### config.mk
export PLATFORM = sky130hd
export DESIGN_NAME = highpass_energy_voice_detector
export DESIGN_NICKNAME = d
export VERILOG_FILES = /design/src/hdl/hpvd_pkg.sv /design/src/hdl/hpvd_front.sv /design/src/hdl/hpvd_back.sv /design/src/hdl/highpass_energy_voice_detector.sv
export VERILOG_INCLUDE_DIRS = /design/src /design/src/hdl
export SDC_FILE = /design/constraint.sdc
export NUM_CORES = 2
export LEC_CHECK = 0
export BUFFER_PORTS_ARGS = -buffer_cell sky130_fd_sc_hd__buf_2
export CAP_MARGIN = 15
export CORE_AREA = 2 2 293 295
export DETAILED_ROUTE_END_ITERATION = 12
export DIE_AREA = 0 0 295 297
export PLACE_DENSITY_LB_ADDON = 0.08
export RECOVER_POWER = 100
export SLEW_MARGIN = 20
export SYNTH_ARGS = -nofsm -noshare
export SYNTH_HDL_FRONTEND = slang
export SYNTH_HIERARCHICAL = 1
export SYNTH_SLANG_ARGS = --single-unit
### constraint.sdc
create_clock -name clk -period 17 [get_ports clk]
set_input_delay 1.7 -clock clk [delete_from_list [all_inputs] [get_ports clk]]
set_output_delay 1.7 -clock clk [all_outputs]
set_load 0.005 [all_outputs]
### src/hdl/highpass_energy_voice_detector_macros.svh
// assertion macros for the high-pass energy voice detector
// used by the modules under hdl that expect clk and rst_n in scope
`ifndef HIGHPASS_ENERGY_VOICE_DETECTOR_MACROS_SVH
`define HIGHPASS_ENERGY_VOICE_DETECTOR_MACROS_SVH
`ifndef ASSERT_OFF
`define HPVD_ASSERT(lbl, prop, msg) \
  lbl: assert property (@(posedge clk) disable iff (!rst_n) prop) else $error(msg);
`define HPVD_NEVER(lbl, expr, msg) \
  lbl: assert property (@(posedge clk) disable iff (!rst_n) !(expr)) else $error(msg);
`else
`define HPVD_ASSERT(lbl, prop, msg)
`define HPVD_NEVER(lbl, expr, msg)
`endif
`endif

### src/hdl/hpvd_pkg.sv
// shared constants and types of the high-pass energy voice detector
// no dependencies
`default_nettype none

package hpvd_pkg;

  localparam int SAMPLE_BITS = 16;
  localparam int MAX_CHUNK   = 4096;
  localparam int CNT_W       = 13;
  localparam int SUM_W       = 42;
  localparam int ALPHA_W     = 16;
  localparam int THR_W       = 31;

  // filter datapath widths
  localparam int DIFF_W = SAMPLE_BITS + 2;
  localparam int PROD_W = ALPHA_W + 1 + DIFF_W;
  localparam int RND_W  = PROD_W + 1;
  localparam int YW_W   = RND_W - ALPHA_W;
  localparam int SQ_W   = 2 * SAMPLE_BITS;
  localparam int THRP_W = THR_W + CNT_W;

  // front queue
  localparam int Q_DEPTH = 4;
  localparam int QPTR_W  = $clog2(Q_DEPTH);
  localparam int QCNT_W  = $clog2(Q_DEPTH + 1);

  // register port
  localparam int PADDR_W = 3;
  localparam int DATA_W  = 32;

  localparam logic [ALPHA_W-1:0] ALPHA_RESET = ALPHA_W'(63060);
  localparam logic [THR_W-1:0]   THR_RESET   = THR_W'(241592);

  // register select, taken from paddr[2]
  localparam logic REG_ALPHA = 1'b0;
  localparam logic REG_THR   = 1'b1;

  typedef struct packed {
    logic [SAMPLE_BITS-1:0] sample;
    logic                   last;
  } item_t;

  typedef struct packed {
    logic [ALPHA_W-1:0] alpha;
    logic [THR_W-1:0]   thr;
  } cfg_t;

  typedef struct packed {
    logic             speech;
    logic [SUM_W-1:0] sum;
    logic [CNT_W-1:0] len;
  } result_t;

endpackage

`default_nettype wire

### src/hdl/hpvd_front.sv
// front queue: accepts samples and holds them until the back end takes them
// depends on hpvd_pkg and highpass_energy_voice_detector_macros.svh
`default_nettype none
`include "highpass_energy_voice_detector_macros.svh"

module hpvd_front (
  input  logic           clk,
  input  logic           rst_n,
  input  logic           push,
  output logic           full,
  input  hpvd_pkg::item_t in_item,
  output hpvd_pkg::item_t q_item,
  output logic           q_valid,
  input  logic           q_pop
);

  hpvd_pkg::item_t               mem_r [hpvd_pkg::Q_DEPTH];
  logic [hpvd_pkg::QPTR_W-1:0]   wr_ptr_r;
  logic [hpvd_pkg::QPTR_W-1:0]   rd_ptr_r;
  logic [hpvd_pkg::QCNT_W-1:0]   cnt_r;
  logic                          wr;
  logic                          rd;

  assign full    = (cnt_r == hpvd_pkg::QCNT_W'(hpvd_pkg::Q_DEPTH));
  assign q_valid = (cnt_r != '0);
  assign wr      = push && !full;
  assign rd      = q_pop && q_valid;
  assign q_item  = mem_r[rd_ptr_r];

  always_ff @(posedge clk) begin
    if (wr) begin
      mem_r[wr_ptr_r] <= in_item;
    end
  end

  always_ff @(posedge clk) begin
    if (!rst_n) begin
      wr_ptr_r <= '0;
      rd_ptr_r <= '0;
      cnt_r    <= '0;
    end else begin
      if (wr) begin
        wr_ptr_r <= wr_ptr_r + 1'b1;
      end
      if (rd) begin
        rd_ptr_r <= rd_ptr_r + 1'b1;
      end
      if (wr && !rd) begin
        cnt_r <= cnt_r + 1'b1;
      end else if (rd && !wr) begin
        cnt_r <= cnt_r - 1'b1;
      end
    end
  end

  `HPVD_NEVER(a_pop_empty, q_pop && !q_valid, "back end pops an empty queue")
  `HPVD_ASSERT(a_fill, (wr && !rd) |=> (cnt_r == $past(cnt_r) + 1'b1), "fill count lost a write")

endmodule

`default_nettype wire

### src/hdl/hpvd_back.sv
// back end: high-pass filter, square, accumulate and chunk decision
// depends on hpvd_pkg and highpass_energy_voice_detector_macros.svh
`default_nettype none
`include "highpass_energy_voice_detector_macros.svh"

module hpvd_back (
  input  logic              clk,
  input  logic              rst_n,
  input  hpvd_pkg::cfg_t    cfg,
  input  hpvd_pkg::item_t   q_item,
  input  logic              q_valid,
  output logic              q_pop,
  output hpvd_pkg::result_t out_res,
  output logic              out_valid,
  input  logic              out_take
);

  localparam int SB = hpvd_pkg::SAMPLE_BITS;

  typedef enum logic [2:0] {
    S_IDLE,
    S_SAT,
    S_SQ,
    S_ACC,
    S_THR,
    S_OUT
  } state_t;

  state_t                             state_r;
  logic signed [SB-1:0]               prev_out_r;
  logic signed [SB-1:0]               prev_in_r;
  logic signed [SB-1:0]               x_r;
  logic                               last_r;
  logic signed [hpvd_pkg::PROD_W-1:0] prod_r;
  logic signed [SB-1:0]               y_r;
  logic [hpvd_pkg::SQ_W-1:0]          sq_r;
  logic [hpvd_pkg::SUM_W-1:0]         sum_r;
  logic [hpvd_pkg::CNT_W-1:0]         cnt_r;
  logic [hpvd_pkg::THRP_W-1:0]        thrp_r;
  hpvd_pkg::result_t                  res_r;
  logic                               res_valid_r;

  logic signed [SB-1:0]               x_in;
  logic signed [hpvd_pkg::DIFF_W-1:0] diff;
  logic signed [hpvd_pkg::PROD_W-1:0] prod_nxt;
  logic [hpvd_pkg::RND_W-1:0]         rnd;
  logic [hpvd_pkg::YW_W-1:0]          y_wide;
  logic                               y_fits;
  logic signed [SB-1:0]               y_nxt;
  logic signed [hpvd_pkg::SQ_W-1:0]   sq_nxt;
  logic [hpvd_pkg::SUM_W:0]           sum_add;
  logic [hpvd_pkg::SUM_W-1:0]         sum_nxt;
  logic [hpvd_pkg::CNT_W-1:0]         cnt_nxt;
  logic [hpvd_pkg::THRP_W-1:0]        thrp_nxt;
  logic                               res_load;

  // d = y_prev + x - x_prev, then scaled by alpha
  assign x_in = $signed(q_item.sample);
  assign diff = {{2{prev_out_r[SB-1]}}, prev_out_r} + {{2{x_in[SB-1]}}, x_in}
              - {{2{prev_in_r[SB-1]}}, prev_in_r};
  assign prod_nxt = $signed({1'b0, cfg.alpha}) * diff;

  // round half up, then saturate to the sample range
  assign rnd    = {prod_r[hpvd_pkg::PROD_W-1], prod_r}
                + hpvd_pkg::RND_W'(1 << (hpvd_pkg::ALPHA_W - 1));
  assign y_wide = rnd[hpvd_pkg::RND_W-1:hpvd_pkg::ALPHA_W];
  assign y_fits = (&y_wide[hpvd_pkg::YW_W-1:SB-1]) || !(|y_wide[hpvd_pkg::YW_W-1:SB-1]);
  assign y_nxt  = y_fits ? $signed(y_wide[SB-1:0])
                : (y_wide[hpvd_pkg::YW_W-1] ? $signed({1'b1, {(SB-1){1'b0}}})
                                            : $signed({1'b0, {(SB-1){1'b1}}}));

  assign sq_nxt = y_r * y_r;

  // saturating sum and sample count
  assign sum_add  = {1'b0, sum_r} + (hpvd_pkg::SUM_W + 1)'(sq_r);
  assign sum_nxt  = sum_add[hpvd_pkg::SUM_W] ? {hpvd_pkg::SUM_W{1'b1}}
                                             : sum_add[hpvd_pkg::SUM_W-1:0];
  assign cnt_nxt  = (cnt_r < hpvd_pkg::CNT_W'(hpvd_pkg::MAX_CHUNK)) ? cnt_r + 1'b1 : cnt_r;
  assign thrp_nxt = cfg.thr * cnt_r;

  assign q_pop    = (state_r == S_IDLE) && q_valid;
  assign res_load = (state_r == S_OUT) && (!res_valid_r || out_take);

  assign out_res   = res_r;
  assign out_valid = res_valid_r;

  always_ff @(posedge clk) begin
    if (!rst_n) begin
      state_r     <= S_IDLE;
      prev_out_r  <= '0;
      prev_in_r   <= '0;
      sum_r       <= '0;
      cnt_r       <= '0;
      res_valid_r <= 1'b0;
    end else begin
      if (res_load) begin
        res_valid_r <= 1'b1;
      end else if (out_take) begin
        res_valid_r <= 1'b0;
      end
      unique case (state_r)
        S_IDLE: begin
          if (q_valid) begin
            prod_r  <= prod_nxt;
            x_r     <= x_in;
            last_r  <= q_item.last;
            state_r <= S_SAT;
          end
        end
        S_SAT: begin
          y_r        <= y_nxt;
          prev_out_r <= y_nxt;
          prev_in_r  <= x_r;
          state_r    <= S_SQ;
        end
        S_SQ: begin
          sq_r    <= sq_nxt;
          state_r <= S_ACC;
        end
        S_ACC: begin
          sum_r   <= sum_nxt;
          cnt_r   <= cnt_nxt;
          state_r <= last_r ? S_THR : S_IDLE;
        end
        S_THR: begin
          thrp_r  <= thrp_nxt;
          state_r <= S_OUT;
        end
        S_OUT: begin
          if (res_load) begin
            res_r.speech <= (hpvd_pkg::THRP_W'(sum_r) > thrp_r);
            res_r.sum    <= sum_r;
            res_r.len    <= cnt_r;
            prev_out_r   <= '0;
            prev_in_r    <= '0;
            sum_r        <= '0;
            cnt_r        <= '0;
            state_r      <= S_IDLE;
          end
        end
        default: begin
          state_r <= S_IDLE;
        end
      endcase
    end
  end

  `HPVD_NEVER(a_cnt_cap, cnt_r > hpvd_pkg::CNT_W'(hpvd_pkg::MAX_CHUNK), "sample count past cap")
  `HPVD_ASSERT(a_chunk_clear, res_load |=> (sum_r == '0 && cnt_r == '0 && res_valid_r), "chunk not cleared")
  `HPVD_ASSERT(a_res_hold, (res_valid_r && !out_take) |=> (res_valid_r && $stable(res_r)), "waiting result lost")

endmodule

`default_nettype wire

### src/hdl/highpass_energy_voice_detector.sv
// top level: register port, front sample queue and back-end filter/energy engine
// depends on hpvd_pkg, hpvd_front and hpvd_back
`default_nettype none

//  channel   ports                                        beat taken when
//  --------  -------------------------------------------  -------------------------
//  input     in_sample, in_chunk_last / push, full        push && !full
//  result    out_speech_present, out_energy_sum,          pop && !empty
//            out_chunk_length / empty, pop
//  config    psel, penable, pwrite, paddr, pwdata,        psel && penable && pwrite
//            prdata, pready
//
//  in the back end a sample goes through multiply, round/saturate, square and
//  accumulate in that order; the last sample of a chunk then goes on to the
//  threshold multiply and to the compare and load of the result register
//  the front queue holds 4 samples, so push keeps going while the back end works
//  a result waits in one output register; the back end stalls on a last sample
//  only while that register is still full
//  rst_n is synchronous: registers go to their defaults, filter state, sum and
//  count clear, queue and result register empty

module highpass_energy_voice_detector (
  input  logic                                clk,
  input  logic                                rst_n,
  // input channel
  input  logic                                push,
  output logic                                full,
  input  logic signed [hpvd_pkg::SAMPLE_BITS-1:0] in_sample,
  input  logic                                in_chunk_last,
  // result channel
  output logic                                empty,
  input  logic                                pop,
  output logic                                out_speech_present,
  output logic [hpvd_pkg::SUM_W-1:0]          out_energy_sum,
  output logic [hpvd_pkg::CNT_W-1:0]          out_chunk_length,
  // register port
  input  logic                                psel,
  input  logic                                penable,
  input  logic                                pwrite,
  input  logic [hpvd_pkg::PADDR_W-1:0]        paddr,
  input  logic [hpvd_pkg::DATA_W-1:0]         pwdata,
  output logic [hpvd_pkg::DATA_W-1:0]         prdata,
  output logic                                pready
);

  hpvd_pkg::cfg_t    cfg_r;
  hpvd_pkg::item_t   in_item;
  hpvd_pkg::item_t   q_item;
  hpvd_pkg::result_t res;
  logic              q_valid;
  logic              q_pop;
  logic              res_valid;
  logic              reg_wr;
  logic              reg_sel;

  // register port: zero wait states, register picked by paddr[2]
  assign pready  = 1'b1;
  assign reg_sel = paddr[2];
  assign reg_wr  = psel && penable && pwrite && pready;

  always_ff @(posedge clk) begin
    if (!rst_n) begin
      cfg_r.alpha <= hpvd_pkg::ALPHA_RESET;
      cfg_r.thr   <= hpvd_pkg::THR_RESET;
    end else if (reg_wr) begin
      unique case (reg_sel)
        hpvd_pkg::REG_ALPHA: cfg_r.alpha <= pwdata[hpvd_pkg::ALPHA_W-1:0];
        hpvd_pkg::REG_THR:   cfg_r.thr   <= pwdata[hpvd_pkg::THR_W-1:0];
        default: begin
          cfg_r <= cfg_r;
        end
      endcase
    end
  end

  // readback
  always_comb begin
    unique case (reg_sel)
      hpvd_pkg::REG_ALPHA: prdata = hpvd_pkg::DATA_W'(cfg_r.alpha);
      hpvd_pkg::REG_THR:   prdata = hpvd_pkg::DATA_W'(cfg_r.thr);
      default:             prdata = '0;
    endcase
  end

  assign in_item.sample = in_sample;
  assign in_item.last   = in_chunk_last;

  // front: sample queue
  hpvd_front u_front (
    .clk     (clk),
    .rst_n   (rst_n),
    .push    (push),
    .full    (full),
    .in_item (in_item),
    .q_item  (q_item),
    .q_valid (q_valid),
    .q_pop   (q_pop)
  );

  // back: filter, energy and decision, with the result register
  hpvd_back u_back (
    .clk       (clk),
    .rst_n     (rst_n),
    .cfg       (cfg_r),
    .q_item    (q_item),
    .q_valid   (q_valid),
    .q_pop     (q_pop),
    .out_res   (res),
    .out_valid (res_valid),
    .out_take  (pop)
  );

  assign empty              = !res_valid;
  assign out_speech_present = res.speech;
  assign out_energy_sum     = res.sum;
  assign out_chunk_length   = res.len;

endmodule

`default_nettype wire
* Word level (Yosys, flattened, before mapping) *
Memories as Yosys holds them, arrays and structs flattened. A register that Yosys moved wholly into a read port is not among the register bits.
Index checks and enable logic that the tools add are counted.

word-level totals
  word-level logic and storage cells = 103
  bits in registers = 345
  memories = 1
  output and inout bits = 91
  bits in writable memories = 68
  input port bits = 59

memory list
  name           words  width  rd ports  clocked after Yosys merged registers in  write ports  RTL line          source
  u_front.mem_r  4      17     1         1                                        1            hpvd_front.sv:17  hpvd_pkg::item_t mem_r [hpvd_pkg::Q_DEPTH];

operators by class
  $lt $le $gt $ge = 2
  multiplexer cells = 24
  add/subtract/negate cells = 9
  reductions and logical operators = 34
  bitwise operators = 1
  multiply operators = 3
  eq/ne operators = 9

operator list
  operator                count
  $mux 42                 2
  $pmux 42 s2             1
  $pmux 16 s2             2
  $pmux 32 s2             1
  $mux 16                 3
  $gt 42x44->1            1
  $mul 31x13->44          1
  $add 42x32->43          1
  $add 35x17->36 const B  1
  $mul 17x18->35          1
  $mul 16x16->32          1
  $mux 13                 2
  $pmux 13 s2             1
  $pmux 3 s6              1
  $sub 17x16->18          1
  $add 16x16->17          1
  $reduce_and 2->1        8
  $mux 3                  5
  $add 13x1->13 const B   1
  $lt 13x13->1 const B    1
  $eq 3x3->1 const B      3
  $reduce_and 3->1        3
  $logic_and 1x1->1       8
  $reduce_bool 2->1       4
  15 further kinds        28

* Depth between registers and ports, before layout *
  depth after elaboration = 7
  mapped depth = 37
  depth with buffers taken out = 36

* Modules after synthesis *
The synthesis kept the hierarchy.

by module, submodules not included
  module                          cells each  times used  seq. area each (sq um)  area each (sq um)
  hpvd_back                       4754        1           7347.0                  45038.2
  hpvd_front                      137         1           2222.1                  2967.8
  highpass_energy_voice_detector  240         1           940.9                   2297.2

* Worst setup path before layout *
No wires, ideal clock.

  path type = reg2reg
  start = reg with a tool-made name
  end = reg u_back/prod_r[34] (netlist bit) (data pin)
  data arrival time = 8.833 ns
  setup time = 0.260 ns
  buffers on the path = 2
  stages on the path, launching flop included = 35
  path slack = 7.907 ns
  required time = 16.740 ns
  clock period less this slack = 9.093 ns
  cell sequence = dfxtp_1 -> buf_6 -> mux4_2 -> inv_1 -> fa_1 -> fa_1 -> nor2b_1 -> o21ai_0 -> a21boi_0 -> o21ai_0 -> a21oi_1 -> a211oi_1 -> nor3_1 -> xor2_1 -> clkbuf_1 -> nand2_1 -> fa_1 -> fa_1 -> fa_1 -> inv_1 -> fa_1 -> fa_1 -> inv_1 -> fa_1 -> inv_1 -> ha_1 -> a21o_1 -> a21o_1 -> a211oi_1 -> o21ai_0 -> a32o_1 -> a221o_1 -> a211o_1 -> a21oi_1 -> xnor2_1

RTL lines
  element                 RTL line          source
  end signal: assignment  hpvd_back.sv:104  prod_r <= prod_nxt;
  end: declaration        hpvd_back.sv:34   logic signed [hpvd_pkg::PROD_W-1:0] prod_r;

==> impl_summary.txt <==
----------------------------------------------------
[Run status]
  Status ... finished with violations
  Failing checks ... capacitance limit, slew limit

[Logic synthesis]
  Most common library cells after synthesis ... inv_1 (1074), fa_1 (861), nand2_1 (658)
  Share of Yosys cell area claimed by the top area cell type ... 0.3427
  Synthesized area per cell ... 9.804 um^2
  Area of the mapped netlist ... 50300 um^2
  Synthesis Warnings ... 6
  Flip-flop and latch count after synthesis ... 399
  Biggest area contributors in the synthesized netlist ... fa_1 (34%), edfxtp_1 (15%), ha_1 (9.0%), inv_1 (8.0%), dfxtp_1 (5.9%)
  Synthesized instance count ... 5131
  Post-synth top area cell ... fa_1
  Most frequent cell after synthesis ... inv_1
  Number of enable flip-flop cells after synthesis ... 252
  Ys async rst share ... 0
  Part of the Yosys area used for sequential elements ... 0.2089
  Netlist cell types ... 89
  Ys flop type ... edfxtp_1
  Synthesized netlist net count ... 6411

[Die]
  Number of core rows ... 107
  Width of the die ... 295 um
  Core ar. ... 84480 um^2
  Top-level port count ... 150
  DIE AREA ... 87620 um^2
  Y dimension of the die ... 297 um
  Starting Density ... 0.5955

[CTS]
  Total number of H-tree levels ... 2
  Number of setup buffers added after CTS ... 0
  Clock Root Buffer ... clkbuf_16
  Post-cts repair resize count ... 0
  Worst-Skew Late Latency ... 0.60 ns
  Inserted Clock Buffers ... 44
  Quantity of hold-fixing buffers added after cts ... 0
  Sinks on Clock Net ... 399
  Clock edge transition at the registers on the reported setup and hold paths ... 0.06 ns
  CTS max path bufs ... 3
  CTS tree ... done

[Critical path]
  FF-to-FF path depth ... 32
  Crit start category ... flip-flop
  Slowest library cell on the worst path ... nor2_1
  Required time of the critical path ... 17.34 ns
  Most Frequent Cell on Critical Path ... fa_1
  Setup crit end ... u_back/prod_r[34]
  Register-to-register setup slack ... 5.97 ns
  Levels on crit path ... 32
  Endpoint of the worst-slack reg-to-reg timing path ... u_back/prod_r[34]
  Critical Path Fanout Max ... 17
  Crit path buf inv count ... 5
  Path type of the worst setup path ... reg2reg
  Arrival time at the worst endpoint ... 11.37 ns
  Largest stage delay on the critical path ... 1.35 ns
  CP delay by family, top ... adder cells
  Kind of capture point of the worst setup path ... flip-flop

[Timing]
  Worst clock skew on the final layout ... 0.02070 ns
  Minimum period implied by the final worst setup slack ... 11.03 ns
  Upper clock frequency limit ... 90.65 MHz
  Setup-failing EPs final ... 0
  Worst slew pin tran ... 3.737 ns
  Worst slew margin relative to its limit ... -1.491
  Final setup TNS ... 0 ns
  Setup repair after global routing missed its margin ... no
  Final hold viol count ... 0
  Number of slew-limit violations in the final report ... 717
  Period Utilization, post-route ... 0.6489

[Routing]
  Uppermost routed layer ... met4
  Met3 WL post-DR ... 6916 um
  Number of detailed-routing iterations run before antenna repair ... 6
  DRT iter0 DRCs ... 1798
  Vias ... 34200
  DRT Wirelength ... 115300 um
  Via-to-Cell Ratio ... 5.384
  Routed wl met2 ... 55260 um
  DRC violations left ... 0
  Post-route ant nets ... 0
  Post-route met1 wirelength ... 50540 um
  Average detailed-routed wire length per instance ... 18.15 um

[Cells and area]
  Layout cell share with drive strength beyond 1 ... 0.04628
  Nets@finish ... 6452
  Layout overhead on the synthesized area ... 6.004%

[Global route]
  Vias in the first global route ... 35870
  Largest net degree at the start of global routing ... 91
  Wire length of the first global-routing pass ... 190400 um
  GRT overflow ... 0
  All-layer global routing usage ... 0.2744
  Number of antenna violations at the first check in global routing ... 1

[Placement]
  Estimated wirelength of the detail-placed design ... 91090 um
  RePlAce Congestion ... 0.8822
  Buffers added on ports ... 144

[Min path]
  Type of the most critical hold path ... reg2reg

[Job]
  Max-cap violations ... 18

----------------------------------------------------
per-stage QoR:
step	hold slack, ns	area [um^2]	utilization	cells	setup WS, ns
after floorplan	0.4064	50300	-	5131	7.907
after global placement	0.4234	52050	0.6161	6270	6.476
after detailed placement	0.4335	52050	0.6161	6270	6.414
after CTS	0.4547	53560	0.6340	6351	6.389
after global routing	0.4618	53320	0.6312	6351	5.410
final	0.4575	53320	0.6312	6352	5.968
registers in the layout, indices dropped and copies added (netlist names), 20 cells and up, named ones only:
register / count
cfg_r: 47
u_back/out_res: 56
u_back/prod_r: 20
u_back/sq_r: 31
u_back/sum_r: 42
u_back/thrp_r: 44
u_front/mem_r: 68
how the worst min path moves through the flow:
stage | slack, ns | cells past startpoint | endpoint | startpoint
after floorplan | 0.41 | 0 | u_back/out_res[10] | u_back/cnt_r[10]
final | 0.46 | 0 | u_back/out_res[1] | u_back/cnt_r[1]
after detailed placement | 0.43 | 0 | u_back/out_res[1] | u_back/cnt_r[1]
after global placement | 0.42 | 0 | u_back/out_res[1] | u_back/cnt_r[1]
after global routing | 0.46 | 0 | u_back/out_res[1] | u_back/cnt_r[1]
after CTS | 0.45 | 0 | u_back/out_res[1] | u_back/cnt_r[1]
worst reg2reg max path, delay by kind of cell (launching register included):
kind	cells	cell delay, ns
AO/OA/AOI/OAI	13	3.02
XOR/XNOR	1	0.07
adder cells (fa/ha/maj)	9	4.32
buffers and inverters	5	0.27
flip-flops	1	0.92
multiplexers	1	0.43
AND/OR/NAND/NOR	3	1.76
layer usage:
metal | GRT usage | up-vias
li1 | - | 16050
met4 | 0.06001 | 0
met5 | 0 | -
met3 | 0.04057 | 137
met2 | 0.4585 | 917
met1 | 0.3812 | 17100
cell usage in the layout, fill, tap and decap left out, drive strengths merged, types with 11 or more instances in the layout:
master and count:
nand2 658, or3 14, or2 11, a31oi 17, o21a 15, nor2 124, xnor2 104, ha 360
a211oi 16, clkbuf 147, clkinv 13, and2 357, a22o 26, edfxtp 252, fa 861, mux4 17
nand4 33, mux2i 54, xor2 58, nor3 35, nor2b 70, a21o 66, a21oi 162, mux2 17
dfxtp 147, o21ai 114, o211ai 17, and3 32, nand3 44, o21bai 20, nand2b 27, buf 112
inv 1079
kinds of logic after synthesis:
logic type,Yosys count,synth area share
muxes,88,0.02224
AOI/OAI and AO/OA,536,0.06994
DFF,399,0.2089
xor gates and xnor gates,162,0.02821
buffers and inverters,1282,0.09817
other,2,0.0001493
adders and majority gates,1227,0.4334
and+or+nand+nor,1435,0.1390
final cells by class:
type | instances | area, um^2
clock inverter | 23 | 254.0
fill | 7159 | 31150
tap | 1144 | 1431
clock buffer | 58 | 1256
timing repair buffer | 201 | 987.2
sequential | 399 | 10510
multi-input combinational | 3450 | 34840
inverter | 1076 | 4039
antenna | 1 | 2.502
Power is not shown: default switching activity piles up to over one toggle a cycle in this logic, so the estimate is an artifact.
